### config.mk
export PLATFORM = sky130hd
export DESIGN_NAME = lpsc_parse
export DESIGN_NICKNAME = d
export VERILOG_FILES = /design/src/rtl/core/lpsc_pkg.sv /design/src/rtl/core/lpsc_parse.sv
export SDC_FILE = /design/constraint.sdc
export NUM_CORES = 1
export LEC_CHECK = 0
export ABC_AREA = 1
export CELL_PAD_IN_SITES_DETAIL_PLACEMENT = 1
export CELL_PAD_IN_SITES_GLOBAL_PLACEMENT = 1
export CORE_MARGIN = 3
export CORE_UTILIZATION = 25
export CTS_BUF_LIST = sky130_fd_sc_hd__clkbuf_4
export CTS_CLUSTER_DIAMETER = 150
export DETAILED_ROUTE_END_ITERATION = 10
export DONT_BUFFER_PORTS = 1
export GPL_ROUTABILITY_DRIVEN = 1
export PLACE_DENSITY_LB_ADDON = 0.1
export SYNTH_ARGS = -nofsm -noshare
export SYNTH_HDL_FRONTEND = slang
export SYNTH_SLANG_ARGS = --single-unit
### constraint.sdc
create_clock -name clk -period 2.8 [get_ports clk]
set_clock_uncertainty 0.05 [all_clocks]
set_input_delay 0.84 -clock clk [delete_from_list [all_inputs] [get_ports clk]]
set_output_delay 0.84 -clock clk [all_outputs]
set_load 0.005 [all_outputs]
### src/rtl/core/lpsc_pkg.sv
// shared types and constants for the length-prefix to start-code converter
// no dependencies
package lpsc_pkg;

	localparam int MAX_PACKET_BYTES = 4096;
	localparam int ADDR_W = $clog2(MAX_PACKET_BYTES);
	localparam int CNT_W = $clog2(MAX_PACKET_BYTES + 1);
	localparam int ENTRY_W = 10;

	// store entry layout: byte, prefix marker, last-prefix-byte marker
	localparam int TAG_PREFIX_BIT = 8;
	localparam int TAG_PREFIX_END_BIT = 9;

	typedef enum logic [2:0] {
		ST_BYTE        = 3'd0,
		ST_CONVERTED   = 3'd1,
		ST_PASSTHROUGH = 3'd2,
		ST_TOO_LONG    = 3'd3,
		ST_EMPTY       = 3'd4
	} status_t;

	// store write from the load parser
	typedef struct packed {
		logic               we;
		logic [ADDR_W-1:0]  addr;
		logic [ENTRY_W-1:0] data;
	} store_wr_t;

	// verdict at the last byte of a packet
	typedef struct packed {
		logic             fire;
		logic             too_long;
		logic             convert;
		logic [CNT_W-1:0] length;
	} verdict_t;

endpackage

### src/rtl/core/lpsc_parse.sv
// load-side parser: tags bytes for the store and tracks the length-prefix structure
// depends on lpsc_pkg
module lpsc_parse (
	input  logic                clk,
	input  logic                arst_n,
	input  logic                load,
	input  logic [7:0]          data_byte,
	input  logic                last,
	output lpsc_pkg::store_wr_t wr,
	output lpsc_pkg::verdict_t  verdict
);
	import lpsc_pkg::*;

	logic [CNT_W-1:0] cnt_q, cnt_n;
	logic [1:0]       hidx_q, hidx_n;
	logic [31:0]      acc_q, acc_n;
	logic [31:0]      left_q, left_n;
	logic             seen_q, seen_n;
	logic             bad_q, bad_n;
	logic [31:0]      head_q, head_n;
	logic             ovf_q, ovf_n;
	logic [1:0]       tag;
	logic [31:0]      acc_sh;
	logic             start_code;
	logic             units_ok;

	assign acc_sh = {acc_q[23:0], data_byte};

	// next load state for one byte
	always_comb begin
		cnt_n  = cnt_q;
		hidx_n = hidx_q;
		acc_n  = acc_q;
		left_n = left_q;
		seen_n = seen_q;
		bad_n  = bad_q;
		head_n = head_q;
		ovf_n  = ovf_q;
		tag    = 2'b00;
		if (cnt_q < CNT_W'(MAX_PACKET_BYTES)) begin
			if (cnt_q < CNT_W'(4)) begin
				head_n = {head_q[23:0], data_byte};
			end
			if (left_q != 32'd0) begin
				left_n = left_q - 32'd1;
			end else begin
				tag   = 2'b01;
				acc_n = acc_sh;
				if (hidx_q == 2'd3) begin
					tag = 2'b11;
					if (acc_sh == 32'd0) begin
						bad_n = 1'b1;
					end else begin
						seen_n = 1'b1;
					end
					left_n = acc_sh;
					acc_n  = 32'd0;
					hidx_n = 2'd0;
				end else begin
					hidx_n = hidx_q + 2'd1;
				end
			end
			cnt_n = cnt_q + CNT_W'(1);
		end else begin
			ovf_n = 1'b1;
		end
	end

	// store write
	always_comb begin
		wr.we   = load && (cnt_q < CNT_W'(MAX_PACKET_BYTES));
		wr.addr = cnt_q[ADDR_W-1:0];
		wr.data = {tag, data_byte};
	end

	// verdict on the final byte
	assign start_code = (cnt_n >= CNT_W'(4)) &&
		((head_n[31:8] == 24'h000001) || (head_n == 32'h00000001));
	assign units_ok = !bad_n && seen_n && (hidx_n == 2'd0) && (left_n == 32'd0);

	always_comb begin
		verdict.fire     = load && last;
		verdict.too_long = ovf_n;
		verdict.convert  = !start_code && units_ok;
		verdict.length   = cnt_n;
	end

	// load state, cleared after every verdict
	always_ff @(posedge clk or negedge arst_n) begin
		if (!arst_n) begin
			cnt_q  <= '0;
			hidx_q <= '0;
			acc_q  <= '0;
			left_q <= '0;
			seen_q <= 1'b0;
			bad_q  <= 1'b0;
			head_q <= '0;
			ovf_q  <= 1'b0;
		end else if (load) begin
			if (last) begin
				cnt_q  <= '0;
				hidx_q <= '0;
				acc_q  <= '0;
				left_q <= '0;
				seen_q <= 1'b0;
				bad_q  <= 1'b0;
				head_q <= '0;
				ovf_q  <= 1'b0;
			end else begin
				cnt_q  <= cnt_n;
				hidx_q <= hidx_n;
				acc_q  <= acc_n;
				left_q <= left_n;
				seen_q <= seen_n;
				bad_q  <= bad_n;
				head_q <= head_n;
				ovf_q  <= ovf_n;
			end
		end
	end

endmodule

==> results.py <==
metrics = {
    "outcome": {
        "outcome": "finished with violations",
        "violations": "hold timing, setup timing",
    },
    "clock_tree": {
        "htreeDepth": 3,
        "clk_pin_slew_ns": 0.23,
        "cts_root_buf": "clkbuf_4",
        "cts.sinks": 106,
        "clockBufferDepth": 2,
        "cts_buffers": 9,
        "cts_tree": "done",
        "clk_latency_ns": 0.54,
    },
    "worst_setup_path": {
        "regToRegEndpoint": "acc_q[3]$_DFFE_PN0P_",
        "crit_family": "simple AND/OR/NAND/NOR gates",
        "slowest_delay_ns": 0.44,
        "critPathLaunch": "left_q[1]$_DFFE_PN0P_",
        "worstSetupStartpointType": "flop",
        "worstSetupPathType": "flop to primary output",
        "critPathSlowestCell": "dfrtp_1",
        "cp_max_fo": 4,
        "cp_data_arrival_time_ns": 2.90,
        "required_ns": 1.91,
        "r2r_cells": 12,
        "path_cells": "buf_4, nor2_2, nand2_2, nor2_1, buf_4, nand2_2, buf_4, o21ai_0, nand3_1, nand3_2, nand3_2, nor2_2, nand2_2, nor2_2, nand2_2, nor2_2, buf_4",
        "cp_num_buf_inv": 4,
        "end_kind": "primary output",
        "rrSetupSlack_ns": 0.48,
        "timing.rr.start": "left_q[25]$_DFFE_PN0P_",
    },
    "timing": {
        "period_share_pct": 135.4,
        "finalSetupTns_ns": -1.978,
        "fmax_mhz": 263.7,
        "slew_headroom_pct": 74.51,
        "worst_pin_slew_ns": 0.3824,
        "min_period_ns": 3.792,
        "drv_slew": 0,
        "whs_ns": -0.09221,
        "setup_viol": 7,
        "finalHoldViolCount": 106,
        "worst_slack_ns": -0.9922,
        "rsz0062_at_grt": "true",
    },
    "final_layout": {
        "syn_to_final_growth_pct": 37.90,
        "nNetsFinal": 1342,
        "final_util_pct": 35.22,
        "drive_gt1_share_pct": 31.16,
    },
    "global_routing": {
        "grt_max_degree": 107,
        "grt_usage_pct": 20.08,
        "grt_pass1_vias": 8253,
        "grt_pass1_wl_um": 48360,
        "antenna_found_initial": 1,
        "globalRouteOverflowTotal": 0,
    },
    "die": {
        "pin_count": 51,
        "core_area_um2": 28860,
        "rows": 62,
        "die_y_um": 177.7,
        "fp.dieArea_um2": 31580,
        "die_w_um": 177.7,
        "initial_core_util_pct": 25.54,
    },
    "synth": {
        "syn-instance-count": 1120,
        "synth_cell_type_count": 33,
        "synth_seq_area_share_pct": 35.99,
        "synth_fp_nets": 1135,
        "synthesis.area_um2": 7371,
        "ys.warnings.count": 0,
        "syn_avg_cell_area_um2": 6.581,
        "ys_ff_latch": 106,
    },
    "drt": {
        "wl_per_cell_um": 18.19,
        "drc": 0,
        "drt_pre_antenna_iters": 4,
        "ant_nets": 0,
        "wl_um": 31230,
        "vias_per_cell": 4.634,
        "first_iter_violations": 352,
        "vias": 7956,
    },
    "placement": {
        "portBuffers": 0,
        "gp_congestion": 0.8629,
        "place_hpwl_um": 22800,
    },
    "pwr": {
        "p_leak_uw": 0.005083,
        "vdd_ir_drop_max_v": 0.0005154,
        "power_density_nw_per_um2": 1150,
    },
    "job": {
        "drv_cap": 0,
    },
    "min_path": {
        "holdCritPathClass": "input pin to async pin",
    },
}
[routing by layer]
| metal | global-route usage, % | vias up | wire, um |
|---|---|---|---|
| met5 | 0 | - | 0 |
| met4 | 4.581 | 0 | 463 |
| met3 | 2.931 | 18 | 852 |
| met2 | 35.81 | 81 | 15580 |
| met1 | 25.55 | 3874 | 14330 |
| li1 | - | 3983 | - |
[cell usage in the layout, fill, tap and decap left out, types with 20 or more instances in the layout]
cell | Yosys | layout
nor2_1 | 109 | 80
o22ai_1 | 68 | 68
nor2_2 | 10 | 33
dfrtp_1 | 106 | 104
nand4_1 | 20 | 20
nand2_2 | 7 | 32
buf_4 | 22 | 243
nand2_1 | 310 | 278
o21ai_0 | 90 | 77
inv_1 | 161 | 151
nand3_1 | 98 | 92
[what timing repair did]
action	4_1_cts	5_1_grt
buffers inserted	16	12
cloned	1	0
endpoints found under the hold margin	106	106
pin swaps	22	49
setup endpoints to repair	9	12
resized for setup	49	103
[sequential cells by signal, summed over array words and instances (netlist names)]
signal and count:
head_q 32, acc_q 24, ovf_q 1, seen_q 1, left_q 32, hidx_q 2
bad_q 1, cnt_q 13
[stage by stage]
step / cell area [um^2] / power (uW) / hold WS [ns] / setup WS, ns / std cells
finish: 10160 / 11690 / -0.09221 / -0.9922 / 1717
global route: 10160 / 12790 / -0.1357 / -1.194 / 1717
CTS: 9786 / 11250 / -0.1456 / -1.118 / 1706
detailed placement: 9382 / 10110 / 0.4360 / -0.6830 / 1673
global placement: 9382 / 10080 / 0.4167 / -0.7189 / 1673
floorplan: 7371 / 6260 / 0.4034 / 0.01440 / 1120
[synth_stat cells]
| cell | instances | share of area [%] |
|---|---|---|
| nand2_1 | 310 | 16 |
| inv_1 | 161 | 8.2 |
| nor2_1 | 109 | 5.6 |
| dfrtp_1 | 106 | 36 |
| nand3_1 | 98 | 6.7 |
| o21ai_0 | 90 | 6.1 |
| o22ai_1 | 68 | 5.8 |
| clkbuf_1 | 33 | 1.7 |
| buf_4 | 22 | 2.2 |
| nand4_1 | 20 | 1.7 |
| xor2_1 | 19 | 2.3 |
| buf_2 | 14 | 0.95 |
| a21oi_1 | 11 | 0.75 |
| nor2_2 | 10 | 0.85 |
| nand2_2 | 7 | 0.59 |
| nor3_1 | 5 | 0.34 |
| o21ai_1 | 5 | 0.34 |
| ha_1 | 3 | 0.51 |
| inv_2 | 3 | 0.15 |
| nand2_4 | 3 | 0.46 |
| nor2_4 | 3 | 0.46 |
| o211ai_2 | 3 | 0.51 |
| a211oi_1 | 2 | 0.20 |
| buf_1 | 2 | 0.10 |
| buf_6 | 2 | 0.31 |
| nand3b_1 | 2 | 0.20 |
| nor2_8 | 2 | 0.54 |
| nor3_2 | 2 | 0.27 |
| and2_1 | 1 | 0.085 |
| nand3_2 | 1 | 0.14 |
| o211ai_1 | 1 | 0.10 |
| o21ai_2 | 1 | 0.12 |
| or2_2 | 1 | 0.085 |
[power by group]
part           switching (uW)  internal (uW)
logic                    4790           3910
registers                 259           1890
clock network             637            197
total                    5690           6000
[layout make-up]
cell class	count	area (um^2)
flip-flops and latches	106	2655
fillers	3658	18690
clock inverters	6	41.29
multi-input cells	777	4089
inverters	164	618.1
well taps	384	480.5
diodes	1	2.502
repair buffers	269	2203
clock buffers	10	75.07
[how the worst max path moves through the flow]
stage | end | slack [ns] | cells past startpoint
2_1_floorplan | verdict[13] | 0.01 | 15
3_3_place_gp | verdict[13] | -0.72 | 18
3_5_place_dp | verdict[13] | -0.68 | 18
4_1_cts | verdict[13] | -1.12 | 17
5_1_grt | verdict[13] | -1.19 | 18
6_report | verdict[13] | -0.99 | 17
[logic make-up after synthesis]
| kind of cell | Yosys count | share of synthesized area, % |
|---|---|---|
| AOI/OAI and AO/OA | 181 | 13.90 |
| xor gates and xnor gates | 19 | 2.258 |
| adders and majority gates | 3 | 0.5093 |
| buffers and inverters | 237 | 13.63 |
| DFF | 106 | 35.99 |
| and+or+nand+nor | 574 | 33.71 |
[worst register-to-register path: cells and delay by family, from the launching register on]
| family | cells | cell delay [ns] |
|---|---|---|
| AND/OR/NAND/NOR | 7 | 0.94 |
| buffers and inverters | 4 | 0.66 |
| flip-flops | 1 | 0.45 |
| AO/OA/AOI/OAI | 1 | 0.10 |
Power figures use the tool's default switching activity.
